<file path="src/hdl/ladder_button_debounce_decoder_macros.svh">
// Assertion macros shared by the ladder keypad debounce decoder modules.
`ifndef LADDER_BUTTON_DEBOUNCE_DECODER_MACROS_SVH
`define LADDER_BUTTON_DEBOUNCE_DECODER_MACROS_SVH

`ifndef SYNTHESIS

`define LBDD_ASSERT(lbl, prop) \
    lbl: assert property (@(posedge i_clk) disable iff (!i_rst_n) prop) \
        else $error("lbdd assertion failed: %m");

`define LBDD_ASSERT_RST(lbl, prop) \
    lbl: assert property (@(posedge i_clk) prop) \
        else $error("lbdd reset assertion failed: %m");

`else

`define LBDD_ASSERT(lbl, prop)

`define LBDD_ASSERT_RST(lbl, prop)

`endif

`endif

</file>
<file path="src/hdl/lbdd_pkg.sv">
// Types, constants and range decode for the ladder keypad debounce decoder.
package lbdd_pkg;

    localparam int SAMPLE_BITS = 10;
    localparam int LEVEL_BITS  = 10;
    localparam int COUNT_BITS  = 10;
    localparam int LABEL_BITS  = 3;
    localparam int RANGE_COUNT = 6;

    localparam logic [LEVEL_BITS-1:0] SAMPLE_MASK = LEVEL_BITS'((1 << SAMPLE_BITS) - 1);
    localparam logic [COUNT_BITS-1:0] COUNT_MAX   = '1;
    localparam logic [COUNT_BITS-1:0] TICK_ONE    = COUNT_BITS'(1);

    localparam logic [COUNT_BITS-1:0] TICK_INTERVAL_RST  = COUNT_BITS'(10);
    localparam logic [COUNT_BITS-1:0] DEBOUNCE_LIMIT_RST = COUNT_BITS'(50);

    typedef enum logic {
        CFG_TICK_INTERVAL  = 1'b0,
        CFG_DEBOUNCE_LIMIT = 1'b1
    } t_cfg_index;

    localparam logic [LEVEL_BITS-1:0] RANGE_LO [RANGE_COUNT] = '{
        10'd950, 10'd850, 10'd700, 10'd350, 10'd200, 10'd91
    };
    localparam logic [LEVEL_BITS-1:0] RANGE_HI [RANGE_COUNT] = '{
        10'd1000, 10'd900, 10'd750, 10'd400, 10'd250, 10'd92
    };

    typedef struct packed {
        logic [COUNT_BITS-1:0] tick_interval;
        logic [COUNT_BITS-1:0] debounce_limit;
    } t_cfg;

    typedef struct packed {
        logic [LABEL_BITS-1:0] button_label;
        logic [LEVEL_BITS-1:0] stable_level;
        logic                  label_updated;
        logic                  sampled;
    } t_result;

    typedef struct packed {
        logic                  hit;
        logic [LABEL_BITS-1:0] label;
    } t_decode;

    // Last matching range wins.
    function automatic t_decode decode_range(input logic [LEVEL_BITS-1:0] v);
        t_decode d;
        d = '0;
        for (int i = 0; i < RANGE_COUNT; i++) begin
            if (v >= RANGE_LO[i] && v <= RANGE_HI[i]) begin
                d.hit   = 1'b1;
                d.label = LABEL_BITS'(i + 1);
            end
        end
        return d;
    endfunction

endpackage

</file>
<file path="src/hdl/lbdd_cfg.sv">
// Configuration registers: tick interval and debounce limit.
module lbdd_cfg
    import lbdd_pkg::*;
(
    input  logic                  i_clk,
    input  logic                  i_rst_n,
    input  logic                  i_wr,
    input  t_cfg_index            i_index,
    input  logic [COUNT_BITS-1:0] i_data,
    output t_cfg                  o_cfg
);

    t_cfg r_cfg;
    t_cfg n_cfg;

    always_comb begin
        n_cfg = r_cfg;
        if (i_wr) begin
            case (i_index)
                CFG_TICK_INTERVAL:  n_cfg.tick_interval  = i_data;
                CFG_DEBOUNCE_LIMIT: n_cfg.debounce_limit = i_data;
                default:            n_cfg = r_cfg;
            endcase
        end
    end

    always_ff @(posedge i_clk) begin
        if (!i_rst_n) begin
            r_cfg.tick_interval  <= TICK_INTERVAL_RST;
            r_cfg.debounce_limit <= DEBOUNCE_LIMIT_RST;
        end else begin
            r_cfg <= n_cfg;
        end
    end

    assign o_cfg = r_cfg;

endmodule

</file>
<file path="src/hdl/lbdd_step.sv">
// Tick divider, change counter, stable value and label state with one-tick update.
`include "ladder_button_debounce_decoder_macros.svh"

module lbdd_step
    import lbdd_pkg::*;
(
    input  logic                  i_clk,
    input  logic                  i_rst_n,
    input  logic                  i_step,
    input  logic [LEVEL_BITS-1:0] i_sample,
    input  t_cfg                  i_cfg,
    output t_result               o_res
);

    logic [COUNT_BITS-1:0] r_tick_count;
    logic [COUNT_BITS-1:0] r_change_count;
    logic [LEVEL_BITS-1:0] r_stable_value;
    logic [LABEL_BITS-1:0] r_label;

    logic [COUNT_BITS-1:0] n_tick_count;
    logic [COUNT_BITS-1:0] n_change_count;
    logic [LEVEL_BITS-1:0] n_stable_value;
    logic [LABEL_BITS-1:0] n_label;

    logic                  tick_hit;
    logic [COUNT_BITS-1:0] cnt_adj;
    t_decode               dec;
    logic                  updated;

    assign tick_hit = (r_tick_count == i_cfg.tick_interval);
    assign dec      = decode_range(i_sample);

    always_comb begin
        cnt_adj = r_change_count;
        if (i_sample == r_stable_value) begin
            if (r_change_count != '0) begin
                cnt_adj = r_change_count - TICK_ONE;
            end
        end else if (r_change_count != COUNT_MAX) begin
            cnt_adj = r_change_count + TICK_ONE;
        end
    end

    always_comb begin
        n_tick_count   = r_tick_count;
        n_change_count = r_change_count;
        n_stable_value = r_stable_value;
        n_label        = r_label;
        updated        = 1'b0;
        if (i_step) begin
            if (tick_hit) begin
                n_tick_count   = TICK_ONE;
                n_change_count = cnt_adj;
                if (cnt_adj >= i_cfg.debounce_limit) begin
                    n_change_count = '0;
                    n_stable_value = i_sample;
                    if (i_sample != '0 && dec.hit) begin
                        n_label = dec.label;
                        updated = 1'b1;
                    end
                end
            end else begin
                n_tick_count = r_tick_count + TICK_ONE;
            end
        end
    end

    always_ff @(posedge i_clk) begin
        if (!i_rst_n) begin
            r_tick_count   <= '0;
            r_change_count <= '0;
            r_stable_value <= '0;
            r_label        <= '0;
        end else begin
            r_tick_count   <= n_tick_count;
            r_change_count <= n_change_count;
            r_stable_value <= n_stable_value;
            r_label        <= n_label;
        end
    end

    assign o_res.button_label  = n_label;
    assign o_res.stable_level  = n_stable_value;
    assign o_res.label_updated = updated;
    assign o_res.sampled       = i_step && tick_hit;

    `LBDD_ASSERT(a_step_restarts_divider, o_res.sampled |=> r_tick_count == TICK_ONE)
    `LBDD_ASSERT(a_update_sets_label,
        o_res.label_updated |-> o_res.sampled && o_res.button_label != '0)
    `LBDD_ASSERT(a_idle_holds_state,
        !i_step |=> $stable(r_stable_value) && $stable(r_label) && $stable(r_tick_count))
    `LBDD_ASSERT(a_label_only_on_match,
        (i_step && !o_res.label_updated) |=> $stable(r_label))

endmodule

</file>
<file path="src/hdl/ladder_button_debounce_decoder.sv">
// Ladder keypad debounce decoder top level: input and result registers around the tick logic.
`include "ladder_button_debounce_decoder_macros.svh"

// One tick per cycle: a tick is taken every cycle a sample waits and the result register can move, and its
// result passes through the input register, then the result register.
// The divider, change counter and range decode for one tick settle combinationally
// between those two registers. Configuration writes are always taken (o_cfg_ready is high)
// and must only be issued while no tick is in flight.
module ladder_button_debounce_decoder
    import lbdd_pkg::*;
(
    input  logic                  i_clk,
    input  logic                  i_rst_n,

    input  logic                  i_valid,
    output logic                  o_stall,
    input  logic [SAMPLE_BITS-1:0] i_adc_sample,

    output logic                  o_valid,
    input  logic                  i_stall,
    output logic [LABEL_BITS-1:0] o_button_label,
    output logic [LEVEL_BITS-1:0] o_stable_level,
    output logic                  o_label_updated,
    output logic                  o_sampled,

    input  logic                  i_cfg_valid,
    output logic                  o_cfg_ready,
    input  t_cfg_index            i_cfg_index,
    input  logic [COUNT_BITS-1:0] i_cfg_data
);

    logic                  r_in_valid;
    logic [LEVEL_BITS-1:0] r_in_sample;
    logic                  r_out_valid;
    t_result               r_out;

    logic                  advance;
    logic                  step;
    t_cfg                  cfg;
    t_result               res;

    assign advance     = !r_out_valid || !i_stall;
    assign o_stall     = r_in_valid && !advance;
    assign step        = r_in_valid && advance;
    assign o_cfg_ready = 1'b1;

    lbdd_cfg u_cfg (
        .i_clk   (i_clk),
        .i_rst_n (i_rst_n),
        .i_wr    (i_cfg_valid),
        .i_index (i_cfg_index),
        .i_data  (i_cfg_data),
        .o_cfg   (cfg)
    );

    lbdd_step u_step (
        .i_clk    (i_clk),
        .i_rst_n  (i_rst_n),
        .i_step   (step),
        .i_sample (r_in_sample),
        .i_cfg    (cfg),
        .o_res    (res)
    );

    always_ff @(posedge i_clk) begin
        if (!i_rst_n) begin
            r_in_valid <= 1'b0;
        end else if (!o_stall) begin
            r_in_valid <= i_valid;
        end
    end

    always_ff @(posedge i_clk) begin
        if (!o_stall && i_valid) begin
            r_in_sample <= LEVEL_BITS'(i_adc_sample) & SAMPLE_MASK;
        end
    end

    always_ff @(posedge i_clk) begin
        if (!i_rst_n) begin
            r_out_valid <= 1'b0;
        end else if (advance) begin
            r_out_valid <= r_in_valid;
        end
    end

    always_ff @(posedge i_clk) begin
        if (step) begin
            r_out <= res;
        end
    end

    assign o_valid         = r_out_valid;
    assign o_button_label  = r_out.button_label;
    assign o_stable_level  = r_out.stable_level;
    assign o_label_updated = r_out.label_updated;
    assign o_sampled       = r_out.sampled;

    `LBDD_ASSERT_RST(a_reset_clears_valid, !i_rst_n |=> !o_valid && !o_stall)
    `LBDD_ASSERT(a_stall_needs_item, o_stall |-> r_in_valid && r_out_valid)
    `LBDD_ASSERT(a_step_fills_output, step |=> o_valid)

endmodule
</file>
<file path="config.mk">
export PLATFORM = sky130hd
export DESIGN_NAME = ladder_button_debounce_decoder
export DESIGN_NICKNAME = d
export VERILOG_FILES = /design/src/hdl/lbdd_pkg.sv /design/src/hdl/lbdd_cfg.sv /design/src/hdl/lbdd_step.sv /design/src/hdl/ladder_button_debounce_decoder.sv
export VERILOG_INCLUDE_DIRS = /design/src /design/src/hdl
export SDC_FILE = /design/constraint.sdc
export NUM_CORES = 1
export LEC_CHECK = 0
export ABC_AREA = 1
export BUFFER_PORTS_ARGS = -buffer_cell sky130_fd_sc_hd__buf_2
export CAP_MARGIN = 20
export CORE_MARGIN = 5
export CORE_UTILIZATION = 50
export CTS_CLUSTER_SIZE = 10
export DETAILED_ROUTE_END_ITERATION = 8
export PLACE_DENSITY = 0.76
export SKIP_CTS_REPAIR_TIMING = 1
export SLEW_MARGIN = 30
export SYNTH_ARGS = -nofsm -noshare
export SYNTH_HDL_FRONTEND = slang
export SYNTH_SLANG_ARGS = --single-unit
</file>
<file path="constraint.sdc">
create_clock -name i_clk -period 9.32 [get_ports i_clk]
set_clock_uncertainty 0.1 [all_clocks]
set_input_delay 0.932 -clock i_clk [delete_from_list [all_inputs] [get_ports i_clk]]
set_output_delay 0.932 -clock i_clk [all_outputs]
set_load 0.01 [all_outputs]
</file>
==> results of run 1 <==
[cells by family after synthesis]
group | count (synthesis)
compound gates | 90
xor+xnor | 21
fa+ha+maj | 13
buf+inv | 123
flops | 80
other cells | 1
simple gates | 303
[worst max-delay path by stage]
| stage | start | end | cells past startpoint |
|---|---|---|---|
| after floorplan | u_step.r_change_count[0]$_SDFFE_PN0P_ | o_stable_level[0]$_DFFE_PP_ | 21 |
| after global placement | r_in_sample[4]$_DFFE_PP_ | o_stable_level[0]$_DFFE_PP_ | 19 |
| after detailed placement | r_in_sample[4]$_DFFE_PP_ | o_stable_level[0]$_DFFE_PP_ | 19 |
| after CTS | r_in_sample[4]$_DFFE_PP_ | o_stable_level[0]$_DFFE_PP_ | 19 |
| after global routing | r_in_sample[4]$_DFFE_PP_ | o_stable_level[3]$_DFFE_PP_ | 19 |
| final | r_in_sample[4]$_DFFE_PP_ | o_stable_level[0]$_DFFE_PP_ | 19 |
[final cells by class]
class | instances | area share
Clock buffer | 9 | 0.0249
Clock inverter | 7 | 0.0111
Inverter | 102 | 0.0780
Multi-Input combinational cell | 428 | 0.444
Sequential cell | 80 | 0.372
Tap cell | 108 | 0.0272
Timing Repair Buffer | 42 | 0.0423
[report_power, final]
group	internal [mW]	switching, mW	leakage, nW
Clock	0.100	0.140	0.0919
Sequential	0.371	0.0104	0.691
Combinational	0.0211	0.0401	1.74
Total	0.492	0.191	2.52
[placed cells by master, fill, tap and decap left out, types with 4 or more instances in the layout]
cell,count
o21ai_2,11
buf_2,42
a21oi_1,28
inv_1,90
o211ai_1,4
ha_1,13
xor2_1,19
edfxtp_1,25
nor3_1,7
nand3_1,40
o21ai_0,31
dfxtp_1,55
nand2_1,149
nand4_1,9
nor2_2,5
inv_2,9
o21ai_1,9
or2_2,7
nor2_1,71
clkbuf_8,9
[critical path: cells and delay by family (launching register included)]
family	cells	cell delay, ns
AO/OA/AOI/OAI	2	0.14
buffers and inverters	4	0.49
flip-flops	1	0.57
AND/OR/NAND/NOR	12	2.16
adder cells (fa/ha/maj)	1	0.23
[stage by stage]
step	instances	total power [mW]	setup slack [ns]	utilization
floorplan	631	0.431	6.14	-
global route	776	0.711	5.06	0.565
global placement	760	0.449	5.47	0.544
detailed placement	760	0.450	5.42	0.544
finish	776	0.683	5.40	0.565
CTS	776	0.687	5.37	0.565
[routing by layer]
metal,share of wire,GRT usage,vias to the layer above
met4,0.013,0.0583,0
met5,0,0,-
met3,0.060,0.0287,11
met2,0.47,0.296,136
li1,-,-,2058
met1,0.46,0.252,1785
[state kept, by name, indices dropped and copies added (netlist names), 3 cells and up]
register,flops
u_step.r_change_count,10
o_button_label,3
u_step.r_label,3
u_step.r_stable_value,10
u_step.r_tick_count,10
o_stable_level,10
r_in_sample,10
u_cfg.o_cfg,20
==> out/summary.txt, run 1 <==
Outcome: finished clean
Main area contributors after synthesis: dfxtp_1 (24%), edfxtp_1 (16%), nand2_1 (12%)
Hold Crit Start: u_cfg.o_cfg[7]$_SDFFE_PN0P_
Post-synth cell types: 44
Worst reg2reg setup slack: 5.40 ns
Adder-Cell Fraction of Synth Area: 0.0356
Final GP Congestion: 0.903
Initial antenna violation count: 0
Count of state elements after synthesis: 80
Iter 0 DRT Violations: 248
Worst vdd ir: 0.000101 V
Register Area: 1850 um^2
Main combinational cell family by area after synthesis: simple AND/OR/NAND/NOR gates
FMAX: 0.255 GHz
DR vias/cell: 5.14
Mean Syn Cell Area: 7.25 um^2
Synth top area share: 0.241
Reg-to-Reg Start: r_in_sample[4]$_DFFE_PP_
Multi-input gate area: 2210 um^2
Die width: 106 um
Most frequent cells after synthesis: nand2_1 (149), inv_1 (90), nor2_1 (71), dfxtp_1 (55), nand3_1 (40)
Reg2reg path depth: 19
CTS tree: yes
Layout cells sized above 1: 0.148
Final net count: 702
CTS Root Cell: clkbuf_8
Reg2Reg Capture Point: o_stable_level[0]$_DFFE_PP_
Post-synthesis net count: 670
Fillcell total: 808
GRT Util Overall: 0.183
Dpl hpwl: 7.45 mm
Critical path class: flop to flop
Slew @ Worst Pin: 0.609 ns
1st-pass router iterations: 5
Cell Chain, Critical Path: inv_2 -> nor2_1 -> nor3_1 -> nand3_1 -> nor2_2 -> inv_1 -> nand3_1 -> nand2_1 -> inv_1 -> ha_1 -> nand2_1 -> a21oi_1 -> nor2_1 -> nand3_1 -> nor2_2 -> nor2_8 -> or2_2 -> o21ai_2 -> inv_1
Compound-Gate Fraction of Synth Area: 0.113
WP data required: 9.34 ns
Largest net degree at the start of global routing: 27
Core area: 8810 um^2
Crit-path max FO: 11
Overflow after GRT: 0
Clk Latency, worst-skew pair: 0.36 ns
Final Cell Area: 4970 um^2
PwrDens: 137 nW/um^2
Hold Crit Class: flop to flop
Antenna Violating Nets Remaining: 0
Vias in the first global route: 3766
Setup_tns: 0 ns
Die height: 106 um
Area Overhead vs Synth: 8.78%
Crit. End Element: flop
Final setup fails: 0
Worst-path clk slew: 0.09 ns
Placed cell area: 4790 um^2
Cell Area, Synth: 4570 um^2
Final worst path period need: 3.92 ns
Final count of hold timing violations: 0
CP Data Arrival Time: 3.94 ns
H-tree depth: 3
Buffers on Ports: 42
Xor and xnor fraction of the mapped netlist area: 0.0402
Vias: 3990
Diodes inserted: 0
Slew margin rel.: 0.594
Syn. warnings: 0
Hold EP: u_cfg.o_cfg[7]$_SDFFE_PN0P_
# DRC: 0
Dominant cell by count in the synthesized netlist: nand2_1
Number of max-cap violations: 0
# IOs: 44
Slew Viols, Final: 0
Total CTS buffers: 9
Routed len/inst: 12.7 um
FFs w/ async S/R, synth: 0
Lkg Pwr: 2.52 nW
Max Buffers Root-to-Sink: 2
EDFF count, synth: 25
Hold slack: 0.364 ns
Initial Util: 0.519
RSZ-0062 raised after global routing: false
Routed Wire Length: 9.88 mm
Top_reg_cell synth: dfxtp_1
Worst path slowest cell: edfxtp_1
Post-synth top area cell: dfxtp_1
Die area: 11200 um^2
Worst Setup Start Kind: flop
Simple-Gate Fraction of Synth Area: 0.293
Sequential share of the synthesized area: 0.405
Mapped Cells: 631
Mux contribution to synthesized area: 0
Tcrit/Tclk final: 0.421
# rows: 34
# clock sinks: 80
First-pass GRT wire length: 17.0 mm
WHS Path Cells: 2
CP peak stage delay: 0.57 ns
Power figures use the tool's default switching activity.
==> run 2: changes to the inputs <==
==> constraint.sdc (replaced) <==
create_clock -name i_clk -period 3.84 [get_ports i_clk]
set_clock_uncertainty 0.1 [all_clocks]
set_input_delay 0.384 -clock i_clk [delete_from_list [all_inputs] [get_ports i_clk]]
set_output_delay 0.384 -clock i_clk [all_outputs]
set_load 0.01 [all_outputs]
==> out/summary.txt, run 2 (synthesis gave the netlist of run 1 again) <==
Final count of hold timing violations: 0 (unchanged)
Die height: 106 um (unchanged)
Final setup fails: 0 (unchanged)
Max Buffers Root-to-Sink: 2 (unchanged)
Vias: 4139 (+3.7%)
Routed Wire Length: 10.2 mm (+3.3%)
Worst reg2reg setup slack: 0.30 ns (-5.10 ns)
Area Overhead vs Synth: 13.0%
Antenna Violating Nets Remaining: 0 (unchanged)
Iter 0 DRT Violations: 179 (-28%)
CTS Root Cell: clkbuf_8
Final worst slack: 0.297 ns (-5.10 ns)
Reg2Reg Capture Point: o_stable_level[3]$_DFFE_PP_
Overflow after GRT: 0 (unchanged)
H-tree depth: 3 (unchanged)
Slew margin rel.: 0.609 (+0.0156)
WP data required: 3.85 ns (-5.49 ns)
Pre-CTS setup slack: 0.143 ns (-5.28 ns)
Total CTS buffers: 9 (unchanged)
Largest net degree at the start of global routing: 27 (unchanged)
Register Area: 1850 um^2 (+0.14%)
Number of max-cap violations: 0 (unchanged)
Vias in the first global route: 3777 (+0.29%)
Initial Util: 0.519 (unchanged)
# rows: 34 (unchanged)
Worst Setup Start Kind: flop
# clock sinks: 80 (unchanged)
Hold Crit Start: i_adc_sample[6]
Max reg flops: 20 (unchanged)
Final worst path period need: 3.54 ns (-0.377 ns)
Slew Viols, Final: 0 (unchanged)
Hold slack: 0.0998 ns (-0.264 ns)
CTS tree: yes
Diodes inserted: 0 (unchanged)
Crit. End Element: flop
Worst-path clk slew: 0.09 ns (about the same)
FMAX: 0.282 GHz (+11%)
Die width: 106 um (unchanged)
# DRC: 0 (unchanged)
Clk Latency, worst-skew pair: 0.35 ns (about the same)
Outcome: finished clean
Final net count: 715 (+1.9%)
Worst vdd ir: 0.000229 V (+130%)
Most frequent cells in the layout: nand2_1 (149), inv_1 (90), nor2_1 (69), dfxtp_1 (53), buf_2 (42)
Critical path class: flop to flop
# IOs: 44 (unchanged)
Post-layout util: 0.587 (+0.0220)
Crit-path max FO: 10 (-1)
Lkg Pwr: 2.63 nW (+4.0%)
Layout cells sized above 1: 0.173 (+0.0251)
DR vias/cell: 5.25 (+2.0%)
Hold Crit Class: input pin to flop
Slew @ Worst Pin: 0.586 ns (-0.0234 ns)
GRT Util Overall: 0.185 (+0.00182)
Dpl hpwl: 7.68 mm (+3.1%)
Buffers on Ports: 42 (unchanged)
Setup_tns: 0 ns (unchanged)
Fillcell total: 798 (-1.2%)
RSZ-0062 raised after global routing: false
CP Data Arrival Time: 3.56 ns (-0.38 ns)
Reg2reg path depth: 21 (+2)
Core area: 8810 um^2 (unchanged)
Die area: 11200 um^2 (unchanged)
Multi-input gate area: 2240 um^2 (+1.4%)
WHS Path Cells: 1 (-1)
1st-pass router iterations: 5 (unchanged)
First-pass GRT wire length: 17.0 mm (+0.52%)
Final GP Congestion: 0.927 (+2.7%)
Tcrit/Tclk final: 0.923 (+0.502)
PwrDens: 355 nW/um^2 (+160%)
Routed len/inst: 12.9 um (+1.6%)
Reg-to-Reg Start: r_in_sample[4]$_DFFE_PP_
Commonest non-fill, non-tap cell in the layout: nand2_1
Initial antenna violation count: 0 (unchanged)
Hold EP: r_in_sample[6]$_DFFE_PP_
## run 2: cell count changes in the layout (fill, tap and decap cells not counted), moves of 3 or more
cell / before / now
nand3_2: 0 / 3
nand3_1: 40 / 37
buf_4: 0 / 13
bufinv_16: 0 / 3
## run 2: final cells by class
type	instances	share of cell area
clock inverters	6	0.0223
repair buffers	55	0.0596
clock buffers	10	0.0247
well taps	108	0.0262
inverters	102	0.0751
flip-flops and latches	80	0.359
multi-input cells	428	0.433
## run 2: worst max-delay path by stage
stage	from	endpoint	slack [ns]
after floorplan	u_step.r_change_count[0]$_SDFFE_PN0P_	o_stable_level[0]$_DFFE_PP_	0.66
after global placement	u_step.r_change_count[0]$_SDFFE_PN0P_	o_stable_level[7]$_DFFE_PP_	0.30
after detailed placement	u_step.r_change_count[0]$_SDFFE_PN0P_	o_stable_level[3]$_DFFE_PP_	0.14
after CTS	r_in_sample[4]$_DFFE_PP_	o_stable_level[3]$_DFFE_PP_	0.13
after global routing	r_in_sample[4]$_DFFE_PP_	o_stable_level[3]$_DFFE_PP_	0.009
final	r_in_sample[4]$_DFFE_PP_	o_stable_level[3]$_DFFE_PP_	0.30
## run 2: critical path, stage by stage, from the launching register on
cell	delay, ns
edfxtp_1	0.54
inv_2	0.15
nor2_1	0.05
nor3_1	0.20
nand3_2	0.17
nor2_4	0.23
inv_1	0.16
nand2_1	0.09
nand2_1	0.06
inv_1	0.06
ha_1	0.23
nand2_1	0.09
inv_1	0.06
nand2_1	0.07
nand2_1	0.05
nand2_1	0.05
nand3_1	0.19
nor2_4	0.23
nor2_8	0.09
or2_2	0.29
o21ai_2	0.08
inv_1	0.06
## run 2: through the flow
stage | cell area [um^2] | power, mW | instances
2_1_floorplan | 4570 | 1.05 | 631
3_3_place_gp | 4860 | 1.09 | 769
3_5_place_dp | 4860 | 1.10 | 769
4_1_cts | 5100 | 1.84 | 785
5_1_grt | 5170 | 1.91 | 789
6_report | 5170 | 1.83 | 789
## run 2: report_power, final
| part | internal, mW | switching, mW | total, mW |
|---|---|---|---|
| Sequential | 0.900 | 0.0176 | 0.917 |
| Combinational | 0.0586 | 0.108 | 0.167 |
| Clock | 0.436 | 0.315 | 0.751 |
| Total | 1.39 | 0.441 | 1.83 |
## run 2: layer usage
layer  up-vias  routed length, um  track usage
met5         -                  0            0
met4         0                208       0.0675
met3        19                695       0.0336
met2       151               4740        0.297
met1      1875               4560        0.250
li1       2094                  -            -
==> run 3: changes to the inputs <==
--- a/config.mk
+++ b/config.mk
@@ -13,7 +13,7 @@
 export CORE_UTILIZATION = 50
 export CTS_CLUSTER_SIZE = 10
 export DETAILED_ROUTE_END_ITERATION = 8
-export PLACE_DENSITY = 0.76
+export PLACE_DENSITY = 0.69
 export SKIP_CTS_REPAIR_TIMING = 1
 export SLEW_MARGIN = 30
 export SYNTH_ARGS = -nofsm -noshare
==> out/summary.txt, run 3 (synthesis gave the netlist of run 1 again) <==
FMAX: 0.284 GHz (+0.69%)
Crit. End Element: flop
Slew margin rel.: 0.612 (+0.00260)
Setup_tns: 0 ns (unchanged)
Largest net degree at the start of global routing: 27 (unchanged)
Slew Viols, Final: 0 (unchanged)
Worst vdd ir: 0.000228 V (-0.46%)
Final count of hold timing violations: 0 (unchanged)
Initial Util: 0.519 (unchanged)
# rows: 34 (unchanged)
Number of max-cap violations: 0 (unchanged)
Core area: 8810 um^2 (unchanged)
Final net count: 721 (+0.84%)
Clk Latency, worst-skew pair: 0.36 ns (about the same)
Die height: 106 um (unchanged)
Total CTS buffers: 9 (unchanged)
Post-layout util: 0.585 (-0.00156)
WP data required: 3.86 ns (about the same)
Final setup fails: 0 (unchanged)
Most frequent cells in the layout: nand2_1 (149), inv_1 (90), nor2_1 (71), dfxtp_1 (55), buf_2 (42)
# IOs: 44 (unchanged)
Worst Setup Start Kind: flop
Routed Wire Length: 10.3 mm (+0.77%)
CTS Root Cell: clkbuf_8
Dpl hpwl: 7.66 mm (-0.22%)
PwrDens: 332 nW/um^2 (-6.5%)
Final worst path period need: 3.52 ns (-0.0241 ns)
CP peak stage delay: 0.51 ns (-0.03 ns)
Die area: 11200 um^2 (unchanged)
Commonest non-fill, non-tap cell in the layout: nand2_1
Final GP Congestion: 0.871 (-6.0%)
Vias in the first global route: 3678 (-2.6%)
Area Overhead vs Synth: 12.7%
Worst-path clk slew: 0.09 ns (about the same)
Tcrit/Tclk final: 0.916 (-0.00628)
Die width: 106 um (unchanged)
# clock sinks: 80 (unchanged)
Outcome: finished clean
Layout cells sized above 1: 0.173 (about the same)
Iter 0 DRT Violations: 200 (+12%)
Diodes inserted: 0 (unchanged)
Critical path class: flop to flop
Max reg flops: 20 (unchanged)
Lkg Pwr: 2.62 nW (-0.18%)
Buffers on Ports: 42 (unchanged)
1st-pass router iterations: 5 (unchanged)
GRT Util Overall: 0.186 (+0.000928)
Slew @ Worst Pin: 0.582 ns (-0.00390 ns)
Antenna Violating Nets Remaining: 0 (unchanged)
# DRC: 0 (unchanged)
Overflow after GRT: 0 (unchanged)
Worst path slowest cell: edfxtp_1
Vias: 4005 (-3.2%)
Initial antenna violation count: 0 (unchanged)
Max Buffers Root-to-Sink: 2 (unchanged)
Routed len/inst: 12.9 um (about the same)
CP Data Arrival Time: 3.54 ns (-0.02 ns)
CTS tree: yes
DR vias/cell: 5.04 (-4.0%)
Crit-path max FO: 15 (+5)
Cell Chain, Critical Path: inv_2 -> nor2_1 -> nor3_1 -> nand3_2 -> nor2_4 -> buf_4 -> nand2_1 -> nand2_1 -> inv_1 -> ha_1 -> nand2_1 -> nor2_1 -> nand4_1 -> nor2_1 -> nor2_4 -> nor2_8 -> inv_6 -> o21ai_2 -> inv_1
H-tree depth: 3 (unchanged)
Hold Crit Class: input pin to flop
First-pass GRT wire length: 17.0 mm (-0.12%)
run 3: cell count changes in the layout (fill, tap and decap cells not counted):
| cell | before | now |
|---|---|---|
| buf_4 | 13 | 19 |
| clkinvlp_4 | 1 | 4 |
| bufinv_16 | 3 | 1 |
| dfxtp_1 | 53 | 55 |
| dfxtp_2 | 2 | 0 |
| nor2_1 | 69 | 71 |
| nor2_2 | 5 | 3 |
| clkinv_4 | 1 | 0 |
| nand3_1 | 37 | 38 |
| nand3_2 | 3 | 2 |
run 3: path summary, 6_finish.rpt:
check	endpoint	from	depth (start not counted)	slack (ns)
max	o_stable_level[1]$_DFFE_PP_	r_in_sample[4]$_DFFE_PP_	19	0.32
min	r_in_sample[9]$_DFFE_PP_	i_adc_sample[9]	1	0.1
max reg2reg	o_stable_level[1]$_DFFE_PP_	r_in_sample[4]$_DFFE_PP_	19	0.32
min reg2reg	u_cfg.o_cfg[6]$_SDFFE_PN0P_	u_cfg.o_cfg[6]$_SDFFE_PN0P_	2	0.37
run 3: where the power goes:
group          internal, mW  switching [mW]  leakage, nW
Combinational        0.0611           0.107         1.84
Sequential            0.900          0.0179        0.691
Clock                 0.303           0.323       0.0851
Total                  1.26           0.448         2.62
run 3: area by class of cell:
type,instances,area [um^2]
Clock buffer,10,128
Clock inverter,6,68.8
Fill cell,846,3650
Inverter,102,388
Multi-Input combinational cell,428,2230
Sequential cell,80,1850
Tap cell,108,135
Timing Repair Buffer,61,353
run 3: critical path: cells and delay by family, from the launching register on:
| family | cells | cell delay (ns) |
|---|---|---|
| and+or+nand+nor | 12 | 1.68 |
| buffers and inverters | 5 | 0.53 |
| DFF | 1 | 0.51 |
| adders and majority gates | 1 | 0.29 |
| AOI/OAI and AO/OA | 1 | 0.17 |
run 3: routing by layer:
metal  part of all wire  track usage  vias to the layer above
met3              0.057       0.0318                       15
met5                  0            0                        -
met1               0.49        0.262                     1772
met2               0.44        0.291                      115
li1                   -            -                     2103
met4              0.013       0.0601                        0
run 3: per-stage QoR:
| step | total power [mW] | area, um^2 | worst slack (ns) | instances | hold WS [ns] |
|---|---|---|---|---|---|
| finish | 1.71 | 5150 | 0.321 | 795 | 0.0957 |
| global route | 1.78 | 5150 | -0.0123 | 795 | 0.0825 |
| CTS | 1.72 | 5060 | 0.0977 | 785 | 0.0838 |
| detailed placement | 1.10 | 4860 | 0.129 | 769 | 0.359 |
| global placement | 1.09 | 4860 | 0.237 | 769 | 0.351 |
| floorplan | 1.05 | 4570 | 0.658 | 631 | 0.335 |
